==> src/rtl/sha1_pkg.sv <==
// ----------------------------------------------------------------------------
// sha1_pkg
// Shared types, constants and control bundles for the SHA-1 hash engine.
// ----------------------------------------------------------------------------
`default_nettype none

package sha1_pkg;

  localparam int unsigned WordW     = 32;
  localparam int unsigned NumWords  = 16;
  localparam int unsigned NumHash   = 5;
  localparam int unsigned NumRounds = 80;
  localparam int unsigned NumBytes  = 64;
  localparam int unsigned RoundW    = 7;
  localparam int unsigned FillW     = 6;
  localparam int unsigned CountW    = 61;
  localparam int unsigned LenW      = 64;

  typedef logic [WordW-1:0]              word_t;
  typedef logic [NumHash-1:0][WordW-1:0] hash_t;

  localparam hash_t InitHash = {32'hc3d2e1f0, 32'h10325476, 32'h98badcfe,
                                32'hefcdab89, 32'h67452301};
  localparam logic [3:0][WordW-1:0] RoundK = {32'hca62c1d6, 32'h8f1bbcdc,
                                              32'h6ed9eba1, 32'h5a827999};

  localparam logic [7:0]        PadByte   = 8'h80;
  localparam logic [FillW-1:0]  PadLimit  = FillW'(56);
  localparam logic [FillW-1:0]  LastFill  = FillW'(NumBytes - 1);
  localparam logic [RoundW-1:0] LastRound = RoundW'(NumRounds - 1);
  localparam logic [RoundW-1:0] Phase1Start = RoundW'(20);
  localparam logic [RoundW-1:0] Phase2Start = RoundW'(40);
  localparam logic [RoundW-1:0] Phase3Start = RoundW'(60);

  typedef struct packed {
    logic [7:0] data_byte;
    logic       has_byte;
    logic       last;
  } sha1_in_t;

  typedef struct packed {
    logic [WordW-1:0] digest_word0;
    logic [WordW-1:0] digest_word1;
    logic [WordW-1:0] digest_word2;
    logic [WordW-1:0] digest_word3;
    logic [WordW-1:0] digest_word4;
  } sha1_out_t;

  // Message schedule controls
  typedef struct packed {
    logic              byte_we;
    logic              pad_we;
    logic              len_we;
    logic              shift_en;
    logic [7:0]        data;
    logic [FillW-1:0]  fill;
    logic [LenW-1:0]   bit_len;
  } sched_ctrl_t;

  // Round unit controls
  typedef struct packed {
    logic              load_en;
    logic              round_en;
    logic [RoundW-1:0] idx;
  } round_ctrl_t;

endpackage

`default_nettype wire

==> src/rtl/sha1_sched.sv <==
// ----------------------------------------------------------------------------
// sha1_sched
// Block buffer and message schedule: packs bytes, pads, shifts out W[t].
// ----------------------------------------------------------------------------
`default_nettype none

module sha1_sched (
  input  wire                        clk_i,
  input  wire sha1_pkg::sched_ctrl_t ctrl_i,
  output sha1_pkg::word_t            w_o
);
  import sha1_pkg::*;

  word_t w_q [NumWords];
  word_t w_d [NumWords];
  word_t w_next;

  // W[t+16] from the current window, w_q[0] holds W[t]
  assign w_next = {w_q[13][WordW-1:0] ^ w_q[8] ^ w_q[2] ^ w_q[0]};

  always_comb begin
    for (int i = 0; i < NumWords; i++) begin
      w_d[i] = w_q[i];
    end
    priority if (ctrl_i.shift_en) begin
      for (int i = 0; i < NumWords - 1; i++) begin
        w_d[i] = w_q[i + 1];
      end
      w_d[NumWords-1] = {w_next[WordW-2:0], w_next[WordW-1]};
    end else if (ctrl_i.byte_we) begin
      for (int i = 0; i < NumWords; i++) begin
        for (int j = 0; j < 4; j++) begin
          if (ctrl_i.fill == FillW'(i * 4 + j)) begin
            w_d[i][8*(3-j) +: 8] = ctrl_i.data;
          end
        end
      end
    end else if (ctrl_i.pad_we) begin
      // keep message bytes, mark the end, clear the rest
      for (int i = 0; i < NumWords; i++) begin
        for (int j = 0; j < 4; j++) begin
          if (ctrl_i.fill == FillW'(i * 4 + j)) begin
            w_d[i][8*(3-j) +: 8] = PadByte;
          end else if (ctrl_i.fill < FillW'(i * 4 + j)) begin
            w_d[i][8*(3-j) +: 8] = 8'h00;
          end
        end
      end
      if (ctrl_i.fill < PadLimit) begin
        w_d[NumWords-2] = ctrl_i.bit_len[LenW-1:WordW];
        w_d[NumWords-1] = ctrl_i.bit_len[WordW-1:0];
      end
    end else if (ctrl_i.len_we) begin
      // extra block: zeros and the length only
      for (int i = 0; i < NumWords - 2; i++) begin
        w_d[i] = '0;
      end
      w_d[NumWords-2] = ctrl_i.bit_len[LenW-1:WordW];
      w_d[NumWords-1] = ctrl_i.bit_len[WordW-1:0];
    end
  end

  always_ff @(posedge clk_i) begin
    for (int i = 0; i < NumWords; i++) begin
      w_q[i] <= w_d[i];
    end
  end

  assign w_o = w_q[0];

endmodule

`default_nettype wire

==> src/rtl/sha1_round.sv <==
// ----------------------------------------------------------------------------
// sha1_round
// Shared round unit: working registers a..e, one SHA-1 round per cycle while round_en is set.
// ----------------------------------------------------------------------------
`default_nettype none

module sha1_round (
  input  wire                        clk_i,
  input  wire                        rst_ni,
  input  wire sha1_pkg::round_ctrl_t ctrl_i,
  input  wire sha1_pkg::hash_t       load_i,
  input  wire sha1_pkg::word_t       w_i,
  output sha1_pkg::hash_t            work_o
);
  import sha1_pkg::*;

  typedef enum logic [1:0] {
    PH_CH   = 2'd0,
    PH_PAR1 = 2'd1,
    PH_MAJ  = 2'd2,
    PH_PAR2 = 2'd3
  } phase_e;

  hash_t  work_q, work_d;
  phase_e phase;
  word_t  a, b, c, d, e;
  word_t  f, t;

  assign a = work_q[0];
  assign b = work_q[1];
  assign c = work_q[2];
  assign d = work_q[3];
  assign e = work_q[4];

  always_comb begin
    priority if (ctrl_i.idx < Phase1Start) begin
      phase = PH_CH;
    end else if (ctrl_i.idx < Phase2Start) begin
      phase = PH_PAR1;
    end else if (ctrl_i.idx < Phase3Start) begin
      phase = PH_MAJ;
    end else begin
      phase = PH_PAR2;
    end
  end

  always_comb begin
    unique case (phase)
      PH_CH:   f = (b & c) | (~b & d);
      PH_MAJ:  f = (b & c) | (b & d) | (c & d);
      PH_PAR1,
      PH_PAR2: f = b ^ c ^ d;
      default: f = b ^ c ^ d;
    endcase
  end

  assign t = {a[WordW-6:0], a[WordW-1:WordW-5]} + f + e + w_i + RoundK[phase];

  always_comb begin
    work_d = work_q;
    priority if (ctrl_i.load_en) begin
      work_d = load_i;
    end else if (ctrl_i.round_en) begin
      work_d[0] = t;
      work_d[1] = a;
      work_d[2] = {b[1:0], b[WordW-1:2]};
      work_d[3] = c;
      work_d[4] = d;
    end
  end

  always_ff @(posedge clk_i or negedge rst_ni) begin
    if (!rst_ni) begin
      work_q <= '0;
    end else begin
      work_q <= work_d;
    end
  end

  assign work_o = work_q;

endmodule

`default_nettype wire

==> src/rtl/sha1_hash_engine_top.sv <==
// ----------------------------------------------------------------------------
// sha1_hash_engine_top
// Streaming SHA-1: byte input, five-word digest at the end of each message.
// ----------------------------------------------------------------------------
//  channel | direction | handshake               | payload
//  in      | input     | in_valid_i / in_stall_o | in_data_i  (sha1_in_t)
//  out     | output    | out_valid_o/ out_stall_i| out_data_o (sha1_out_t)
//
//  A byte that does not complete a block is written into the block buffer.
//  A completed block loads the round unit, runs the 80-round loop of the
//  shared round unit, one round per cycle, and then updates the chain.
//  A last transaction adds pad, 80 rounds, update and output steps; another
//  80 rounds and an update run when the length spills into an extra block.
//  Reset restores the initial chaining value; no clearing pass is needed.
//  The output register holds a digest while out_stall_i is high; input is
//  taken again as soon as the digest sits in that register.
// ----------------------------------------------------------------------------
`default_nettype none

module sha1_hash_engine_top (
  input  wire                      clk_i,
  input  wire                      rst_ni,
  input  wire                      in_valid_i,
  output logic                     in_stall_o,
  input  wire sha1_pkg::sha1_in_t  in_data_i,
  output logic                     out_valid_o,
  input  wire                      out_stall_i,
  output sha1_pkg::sha1_out_t      out_data_o
);
  import sha1_pkg::*;

  typedef enum logic [4:0] {
    S_IDLE   = 5'b00001,
    S_PAD    = 5'b00010,
    S_ROUND  = 5'b00100,
    S_UPDATE = 5'b01000,
    S_EMIT   = 5'b10000
  } state_e;

  state_e             state_q, state_d;
  hash_t              chain_q, chain_d;
  hash_t              sum;
  hash_t              work;
  logic [FillW-1:0]   fill_q, fill_d;
  logic [CountW-1:0]  count_q, count_d;
  logic [RoundW-1:0]  round_q, round_d;
  logic               final_q, final_d;
  logic               fin_pend_q, fin_pend_d;
  logic               len_pend_q, len_pend_d;
  logic               out_valid_q, out_valid_d;
  sha1_out_t          out_q;
  logic               out_load;
  logic               in_acc;
  word_t              w_cur;
  sched_ctrl_t        sched_ctrl;
  round_ctrl_t        round_ctrl;
  hash_t              load_val;

  assign in_acc = in_valid_i && (state_q == S_IDLE);

  always_comb begin
    for (int i = 0; i < NumHash; i++) begin
      sum[i] = chain_q[i] + work[i];
    end
  end

  assign load_val = (state_q == S_UPDATE) ? sum : chain_q;

  always_comb begin
    state_d    = state_q;
    chain_d    = chain_q;
    fill_d     = fill_q;
    count_d    = count_q;
    round_d    = round_q;
    final_d    = final_q;
    fin_pend_d = fin_pend_q;
    len_pend_d = len_pend_q;
    out_load   = 1'b0;

    sched_ctrl          = '0;
    sched_ctrl.data     = in_data_i.data_byte;
    sched_ctrl.fill     = fill_q;
    sched_ctrl.bit_len  = {count_q, 3'b000};
    round_ctrl          = '0;
    round_ctrl.idx      = round_q;

    unique case (state_q)
      S_IDLE: begin
        if (in_acc) begin
          if (in_data_i.has_byte) begin
            sched_ctrl.byte_we = 1'b1;
            fill_d  = fill_q + FillW'(1);
            count_d = count_q + CountW'(1);
            if (fill_q == LastFill) begin
              // block full: compress, finish afterwards if last
              round_ctrl.load_en = 1'b1;
              round_d    = '0;
              fin_pend_d = in_data_i.last;
              state_d    = S_ROUND;
            end else if (in_data_i.last) begin
              state_d = S_PAD;
            end
          end else if (in_data_i.last) begin
            state_d = S_PAD;
          end
        end
      end
      S_PAD: begin
        sched_ctrl.pad_we  = 1'b1;
        round_ctrl.load_en = 1'b1;
        round_d    = '0;
        final_d    = 1'b1;
        fin_pend_d = 1'b0;
        len_pend_d = (fill_q >= PadLimit);
        state_d    = S_ROUND;
      end
      S_ROUND: begin
        round_ctrl.round_en = 1'b1;
        sched_ctrl.shift_en = 1'b1;
        round_d = round_q + RoundW'(1);
        if (round_q == LastRound) begin
          round_d = '0;
          state_d = S_UPDATE;
        end
      end
      S_UPDATE: begin
        chain_d = sum;
        priority if (len_pend_q) begin
          // length did not fit: run one more block
          sched_ctrl.len_we  = 1'b1;
          round_ctrl.load_en = 1'b1;
          len_pend_d = 1'b0;
          state_d    = S_ROUND;
        end else if (fin_pend_q) begin
          state_d = S_PAD;
        end else if (final_q) begin
          state_d = S_EMIT;
        end else begin
          state_d = S_IDLE;
        end
      end
      S_EMIT: begin
        if (!out_valid_q || !out_stall_i) begin
          out_load = 1'b1;
          chain_d  = InitHash;
          fill_d   = '0;
          count_d  = '0;
          final_d  = 1'b0;
          state_d  = S_IDLE;
        end
      end
      default: state_d = S_IDLE;
    endcase
  end

  always_comb begin
    if (out_load) begin
      out_valid_d = 1'b1;
    end else if (!out_stall_i) begin
      out_valid_d = 1'b0;
    end else begin
      out_valid_d = out_valid_q;
    end
  end

  always_ff @(posedge clk_i or negedge rst_ni) begin
    if (!rst_ni) begin
      state_q     <= S_IDLE;
      chain_q     <= InitHash;
      fill_q      <= '0;
      count_q     <= '0;
      round_q     <= '0;
      final_q     <= 1'b0;
      fin_pend_q  <= 1'b0;
      len_pend_q  <= 1'b0;
      out_valid_q <= 1'b0;
    end else begin
      state_q     <= state_d;
      chain_q     <= chain_d;
      fill_q      <= fill_d;
      count_q     <= count_d;
      round_q     <= round_d;
      final_q     <= final_d;
      fin_pend_q  <= fin_pend_d;
      len_pend_q  <= len_pend_d;
      out_valid_q <= out_valid_d;
    end
  end

  // hold the digest until the transaction completes
  always_ff @(posedge clk_i) begin
    if (out_load) begin
      out_q.digest_word0 <= chain_q[0];
      out_q.digest_word1 <= chain_q[1];
      out_q.digest_word2 <= chain_q[2];
      out_q.digest_word3 <= chain_q[3];
      out_q.digest_word4 <= chain_q[4];
    end
  end

  sha1_sched u_sched (
    .clk_i  (clk_i),
    .ctrl_i (sched_ctrl),
    .w_o    (w_cur)
  );

  sha1_round u_round (
    .clk_i  (clk_i),
    .rst_ni (rst_ni),
    .ctrl_i (round_ctrl),
    .load_i (load_val),
    .w_i    (w_cur),
    .work_o (work)
  );

  assign in_stall_o  = (state_q != S_IDLE);
  assign out_valid_o = out_valid_q;
  assign out_data_o  = out_q;

  a_round_range : assert property (@(posedge clk_i) disable iff (!rst_ni)
    round_q <= LastRound)
    else $error("round counter out of range");

  a_out_from_emit : assert property (@(posedge clk_i) disable iff (!rst_ni)
    $rose(out_valid_o) |-> $past(state_q == S_EMIT))
    else $error("digest presented outside the output step");

  a_last_stalls : assert property (@(posedge clk_i) disable iff (!rst_ni)
    (in_valid_i && !in_stall_o && in_data_i.last) |=> in_stall_o)
    else $error("input taken while a message is being finished");

  a_round_only_in_loop : assert property (@(posedge clk_i) disable iff (!rst_ni)
    (round_q != '0) |-> (state_q == S_ROUND))
    else $error("round counter running outside the round loop");

endmodule

`default_nettype wire

==> config.mk <==
export PLATFORM = sky130hd
export DESIGN_NAME = sha1_hash_engine_top
export DESIGN_NICKNAME = d
export VERILOG_FILES = /design/src/rtl/sha1_pkg.sv /design/src/rtl/sha1_sched.sv /design/src/rtl/sha1_round.sv /design/src/rtl/sha1_hash_engine_top.sv
export SDC_FILE = /design/constraint.sdc
export NUM_CORES = 2
export LEC_CHECK = 0
export BUFFER_PORTS_ARGS = -buffer_cell sky130_fd_sc_hd__buf_2
export CELL_PAD_IN_SITES_DETAIL_PLACEMENT = 0
export CELL_PAD_IN_SITES_GLOBAL_PLACEMENT = 1
export CORE_MARGIN = 2
export CORE_UTILIZATION = 46
export DETAILED_ROUTE_END_ITERATION = 16
export PLACE_DENSITY_LB_ADDON = 0.05
export SKIP_LAST_GASP = 1
export SYNTH_ARGS = -nofsm -noshare
export SYNTH_HDL_FRONTEND = slang
export SYNTH_SLANG_ARGS = --single-unit
export TNS_END_PERCENT = 100
==> constraint.sdc <==
create_clock -name clk_i -period 6 [get_ports clk_i]
set_clock_uncertainty 0.15 [all_clocks]
set_input_delay 0.3 -clock clk_i [delete_from_list [all_inputs] [get_ports clk_i]]
set_output_delay 0.3 -clock clk_i [all_outputs]
set_load 0.02 [all_outputs]
* Yosys cells after proc, flatten, opt, wreduce, memory -nomap -nowiden
Memories as Yosys holds them, arrays and structs flattened.
Cells that the tools add are included.
** Word-level totals
- Input port bits :: 14
- Output and inout port bits :: 162
- Memories :: 1
- Bits in writable memories :: 512
- Flip-flop bits (word level) :: 563
- Word-level logic and storage cells :: 469
** Memories
- u_sched.w_q :: depth 16, bits a word 32, rd ports 16, clocked after Yosys merged registers in 0, wr ports 16, line sha1_sched.sv:14 : word_t w_q [NumWords];
** Operators by class
- Add/subtract/negate cells :: 12
- Reduce and logical (&&, ||, !) cells :: 20
- $lt $le $gt $ge :: 69
- Equal/unequal tests :: 79
- Bitwise operators :: 13
- Multiplexer cells :: 252
** Operators with widths (count)
- two-way mux 512 bit :: 4
- two-way mux 8 bit :: 191
- two-way mux 160 bit :: 4
- case mux 160 bit (2 select lines) :: 1
- adder 32 bit :: 9
- == test 6 bit (second input constant) :: 32
- less-than comparator 6 bit (second input constant) :: 32
- two-way mux 61 bit :: 3
- bitwise XOR 32 bit :: 5
- bitwise AND 32 bit :: 4
- case mux 61 bit (2 select lines) :: 1
- == test 6 x 5 -> 1 bit (second input constant) :: 16
- less-than comparator 6 x 5 -> 1 bit (second input constant) :: 16
- OR 32 bit :: 3
- case mux 32 bit (3 select lines) :: 1
- binary-select mux 32 bit (select 2 bit) :: 1
- two-way mux 64 bit :: 1
- adder 61 x 1 -> 61 bit (second input constant) :: 1
- == test 6 x 4 -> 1 bit (second input constant) :: 8
- less-than comparator 6 x 4 -> 1 bit (second input constant) :: 8
- two-way mux 5 bit :: 9
- two-way mux 32 bit :: 1
- inverter 32 bit :: 1
- two-way mux 7 bit :: 4
- 42 further kinds :: 89

* Depth between registers and ports, before layout
- Depth in word-level cells :: 13
- Mapped depth :: 27
- Mapped depth without buffers :: 25

* Cells and area by module
A second synthesis with hierarchy kept.
** Second synthesis, totals
- Cell total of the unflattened synthesis :: 5935
- Area, all modules :: 59513.3 um^2
** Modules (own cells, without submodules)
- sha1_hash_engine_top :: instances 1, area each 23900.4 um^2, cells each 2549, seq. area each 10986.8 um^2
- sha1_sched :: instances 1, area each 23053.4 um^2, cells each 2103, seq. area each 15374.7 um^2
- sha1_round :: instances 1, area each 12559.5 um^2, cells each 1283, seq. area each 4003.8 um^2

* Worst setup path before layout
OpenSTA, ideal clock, no wires.
- Path type :: reg-to-reg
- From :: register out_valid_q (netlist: out_valid_o)
- To :: register out_q (netlist bit out_data_o[0]) (enable)
- Data arrival time :: 5.781 ns
- Buffers on the path :: 2
- Path slack :: -0.518 ns
- Setup time :: 0.587 ns
- Required time :: 5.263 ns
- Stages on the path, launching flop included :: 6
- Period minus slack after synthesis :: 6.518 ns
- Cell sequence :: dfrtp_1 nand2_1 nand4_2 clkinv_1 clkbuf_1 clkbuf_1
** On the way
- Cells in the longest elaborated chain, start to end :: 4
** Ends and longest elaborated chain
- start, declared :: line sha1_hash_engine_top.sv:50 : logic out_valid_q, out_valid_d;
- start signal, assigned :: line sha1_hash_engine_top.sv:186 : out_valid_q <= out_valid_d;
- zero test 1 bit :: line sha1_hash_engine_top.sv:143 : if (!out_valid_q || !out_stall_i) begin
- logical OR 1 bit :: line sha1_hash_engine_top.sv:143
- two-way mux 1 bit :: line sha1_hash_engine_top.sv:143
- two-way mux 1 bit :: line sha1_hash_engine_top.sv:87 : unique case (state_q)
- named net out_load :: line sha1_hash_engine_top.sv:52 : logic out_load;
- end, declared :: line sha1_hash_engine_top.sv:51 : sha1_out_t out_q;
The timed path passes the listed nets, and every way through them passes these cells.
A chain may end at the register's enable or synchronous reset.

* Worst setup path in the final report
- From :: register round_q[3]
- To :: register u_round.work_q (netlist bit u_round.a[28])
** On the way
- Cells in the longest elaborated chain, start to end :: 13
- Elaborated cells on any way between the ends :: 20
- Those cells by class :: 4 x add/sub; 3 x order compare; 3 x eq/ne; 8 x mux; 2 x reduce/logical
** Ends and longest elaborated chain
- start, declared :: line sha1_hash_engine_top.sv:46 : logic [RoundW-1:0] round_q, round_d;
- start signal, assigned :: line sha1_hash_engine_top.sv:182 : round_q <= round_d;
- less-than comparator 7 x 6 -> 1 bit :: line sha1_round.sv:40 : end else if (ctrl_i.idx < Phase3Start) begin
- two-way mux 1 bit :: line sha1_round.sv:40
- two-way mux 2 bit :: line sha1_round.sv:38 : end else if (ctrl_i.idx < Phase2Start) begin
- two-way mux 2 bit (*) :: line sha1_round.sv:36 : priority if (ctrl_i.idx < Phase1Start) begin
- == test 2 x 1 -> 1 bit or == test 2 bit (tied branches) :: line sha1_round.sv:48 : unique case (phase)
- OR reduction 2 bit :: line sha1_round.sv:48
- case mux 32 bit (3 select lines) :: line sha1_round.sv:48
- adder 32 bit (3 in series) :: line sha1_round.sv:57 : assign t = {a[WordW-6:0], a[WordW-1:WordW-5]} + f + e + w_i + RoundK[phase];
- adder 32 bit (*) :: line sha1_round.sv:57
- two-way mux 160 bit (*) :: line sha1_round.sv:63 : end else if (ctrl_i.round_en) begin
- two-way mux 160 bit (*) :: line sha1_round.sv:61 : priority if (ctrl_i.load_en) begin
- end signal, assigned :: line sha1_round.sv:76 : work_q <= work_d;
- end, declared :: line sha1_round.sv:24 : hash_t work_q, work_d;
Mark *: on every way between the ends. The rest lies on a longest branch, timed or not. The select of a mux whose other input is x is not followed.

==> impl_metrics.json <==
{
  "dr_total_vias": 42093,
  "crit_slowest_cell": "fa_1",
  "tightest_slew_ps": 1267,
  "fp.coreArea_um2": 125400,
  "post_synth_inst_count": 5259,
  "setup-tns-final_ps": 0,
  "finalCritPeriodShare": 0.9664,
  "fillers": 11183,
  "ys_async_sr_fraction": 0.3749,
  "critPathMaxStageDelay_ps": 510,
  "nNetsFinal": 5759,
  "cp_common_cell": "fa_1",
  "yosys-top-cells-area": "edfxtp_1, dfrtp_1, a21o_1, ha_1, fa_1",
  "overflow": 0,
  "crit_chain": "and3_4 -> nor3_4 -> inv_2 -> nand2_4 -> buf_6 -> buf_12 -> buf_12 -> buf_4 -> nor2_1 -> nor2_1 -> fa_1 -> fa_1 -> inv_1 -> fa_1 -> inv_1 -> ha_1 -> and3_1 -> nand2_1 -> a2bb2oi_2 -> o31ai_4 -> o41a_1 -> a2111oi_4 -> xor2_1 -> a222oi_1",
  "layout-drive-gt1-share": 0.1229,
  "fp.dieW_um": 359.3,
  "crit_start": "round_q[3]",
  "wl_per_cell_um": 24.97,
  "grt_pass1_vias": 41408,
  "drc": 0,
  "clkTransAtPathRegs_ps": 60,
  "synth_edf_count": 672,
  "fmax_mhz": 172.5,
  "synthTopCellsByCount": "edfxtp_1, a21o_1, nand2_1",
  "io_buffers": 175,
  "max_cap_violations": 0,
  "gp_congestion": 0.8870,
  "reg2reg_to": "u_round.a[28]",
  "wl_um": 178600,
  "clk_latency_ps": 750,
  "grt_usage": 0.2745,
  "path_delay_family": "adder cells",
  "synth_most_common_cell": "edfxtp_1",
  "die_h_um": 359.3,
  "cts_tree": "yes",
  "grt_first_pass_wirelength_um": 270200,
  "ys_seq_area_frac": 0.5229,
  "area_growth_pct": 13.02,
  "r2r-start": "round_q[3]",
  "cp.required_ps": 6490,
  "std_cell_rows": 130,
  "syn_avg_cell_area_um2": 11.04,
  "r2r_slack_ps": 200,
  "cts-buffers-inserted": 121,
  "synth_fp_nets": 5626,
  "die_area_um2": 129100,
  "start_util": 0.4630,
  "critical_path_buf_inv_count": 7,
  "dp_hpwl_um": 122900,
  "synth_cell_type_count": 95,
  "clock_sinks": 1075,
  "firstDrtPassIters": 6,
  "critPathKind": "reg -> reg",
  "worst_setup_path_start_kind": "flop",
  "synth_ff_type": "edfxtp_1",
  "yosys_warnings": 0,
  "cp.arrival_ps": 6290,
  "grt_max_degree": 177,
  "drt-initial-drc-count": 3888,
  "hold_path_class": "in -> async",
  "drtAntennaViolNets": 0,
  "viasPerCell": 5.885,
  "hold_viol_final": 0,
  "clock-root-buffer": "clkbuf_16",
  "io_pins": 176,
  "clockBufferDepth": 3,
  "crit_fanout": 7,
  "h-tree-depth": 3,
  "relSlewSlack": 0.1554,
  "syn_area_um2": 58070,
  "setup_viol": 0,
  "antenna_found_initial": 2,
  "ys_ff_latch": 1075,
  "grt_setup_unrepaired": "true",
  "slew_violations": 0,
  "reg2reg_depth": 24,
  "status": "finished, final reports clean",
  "endpoint_kind": "flop",
  "synth_top_area_share": 0.3475,
  "yosysTopAreaCell": "edfxtp_1",
  "period_needed_ps": 5799
}
[area by class of cell]
cell class | count | area (um2) | share of cell area
Sequential cell | 1075 | 30370 | 0.4627
Tap cell | 1650 | 2064 | 0.03146
Clock inverter | 80 | 953.4 | 0.01453
Timing Repair Buffer | 324 | 2225 | 0.03390
Inverter | 232 | 880.8 | 0.01342
Multi-Input combinational cell | 3638 | 25840 | 0.3938
Antenna cell | 2 | 5.005 | 0.00007626
Clock buffer | 152 | 3287 | 0.05008
[kinds of logic (layout without fill, tap and decap cells)]
logic type | after synthesis | count (layout) | share of synthesized area
compound gates | 1733 | 1733 | 0.2037
flops | 1075 | 1075 | 0.5229
other cells | 0 | 2 | 0
xor+xnor | 306 | 306 | 0.04616
buf+inv | 546 | 788 | 0.03562
simple gates | 1232 | 1232 | 0.09688
fa+ha+maj | 353 | 353 | 0.09223
mux | 14 | 14 | 0.002435
[how the worst max path moves through the flow]
| stage | end | slack (ps) | cells after the start |
|---|---|---|---|
| after floorplan | u_round.a[31] | 130 | 25 |
| after global placement | u_round.a[29] | -8 | 28 |
| after detailed placement | u_round.a[30] | -90 | 24 |
| after CTS | u_round.a[30] | 9 | 24 |
| after global routing | u_round.a[30] | -70 | 25 |
| final | u_round.a[28] | 200 | 24 |
[through the flow]
stage	util	setup WS (ps)	hold WS, ps	instance area, um2	std cells
3_3_place_gp	0.4868	-8.027	247.9	61050	6902
4_1_cts	0.5213	9.203	13.11	65380	7141
5_1_grt	0.5233	-69.27	73.24	65620	7151
2_1_floorplan	-	127.2	-145.6	58070	5259
6_report	0.5233	201.3	12.80	65630	7153
3_5_place_dp	0.4868	-90.00	240.4	61050	6902
[state kept, by name (all words and copies together), names as in the netlist]
signal	cells
final_q	1
u_round.b	32
u_round.e	32
u_sched.w_q	512
u_round.d	32
chain_q	160
out_data_o	160
round_q	7
state_q	5
fill_q	6
out_valid_o	1
len_pend_q	1
u_round.c	32
fin_pend_q	1
count_q	61
u_round.a	32
[cell usage in the layout, fill, tap and decap left out, types with 81 or more instances in the layout]
| cell type | instances |
|---|---|
| edfxtp_1 | 672 |
| a21o_1 | 522 |
| nand2_1 | 446 |
| a21oi_1 | 376 |
| nor2_1 | 344 |
| dfrtp_1 | 321 |
| o21ai_0 | 267 |
| ha_1 | 228 |
| inv_1 | 226 |
| xnor2_1 | 183 |
| buf_2 | 174 |
| a221o_1 | 125 |
| fa_1 | 124 |
| buf_4 | 124 |
| xor2_1 | 123 |
| clkbuf_16 | 123 |
| nand3_1 | 82 |
| dfstp_2 | 81 |
[worst register-to-register path, cell delays in order (launching register included)]
cell and delay [ps]:
dfrtp_1 410, and3_4 200, nor3_4 200, inv_2 90, nand2_4 110, buf_6 140, buf_12 120, buf_12 100
buf_4 120, nor2_1 40, nor2_1 170, fa_1 470, fa_1 510, inv_1 50, fa_1 500, inv_1 40
ha_1 330, and3_1 210, nand2_1 150, a2bb2oi_2 200, o31ai_4 110, o41a_1 450, a2111oi_4 440, xor2_1 130
a222oi_1 260
[repair_timing]
action                                  in CTS  in global routing
pin swaps                                    1                 20
hold endpoints to repair                    96                  0
resized for setup                            3                 46
gates cloned                                 0                  0
setup buffers                                0                 10
hold buffers                                 7                  0
endpoints found under the setup margin       4                 13
[metal layers]
metal,track usage,vias to the layer above,part of all wire
li1,-,19507,-
met1,0.3966,21088,0.46
met2,0.4330,1285,0.46
met3,0.03241,213,0.055
met4,0.08604,0,0.028
met5,0,-,0
Power is not shown: default switching activity piles up to over one toggle a cycle in this logic, so the estimate is an artifact.
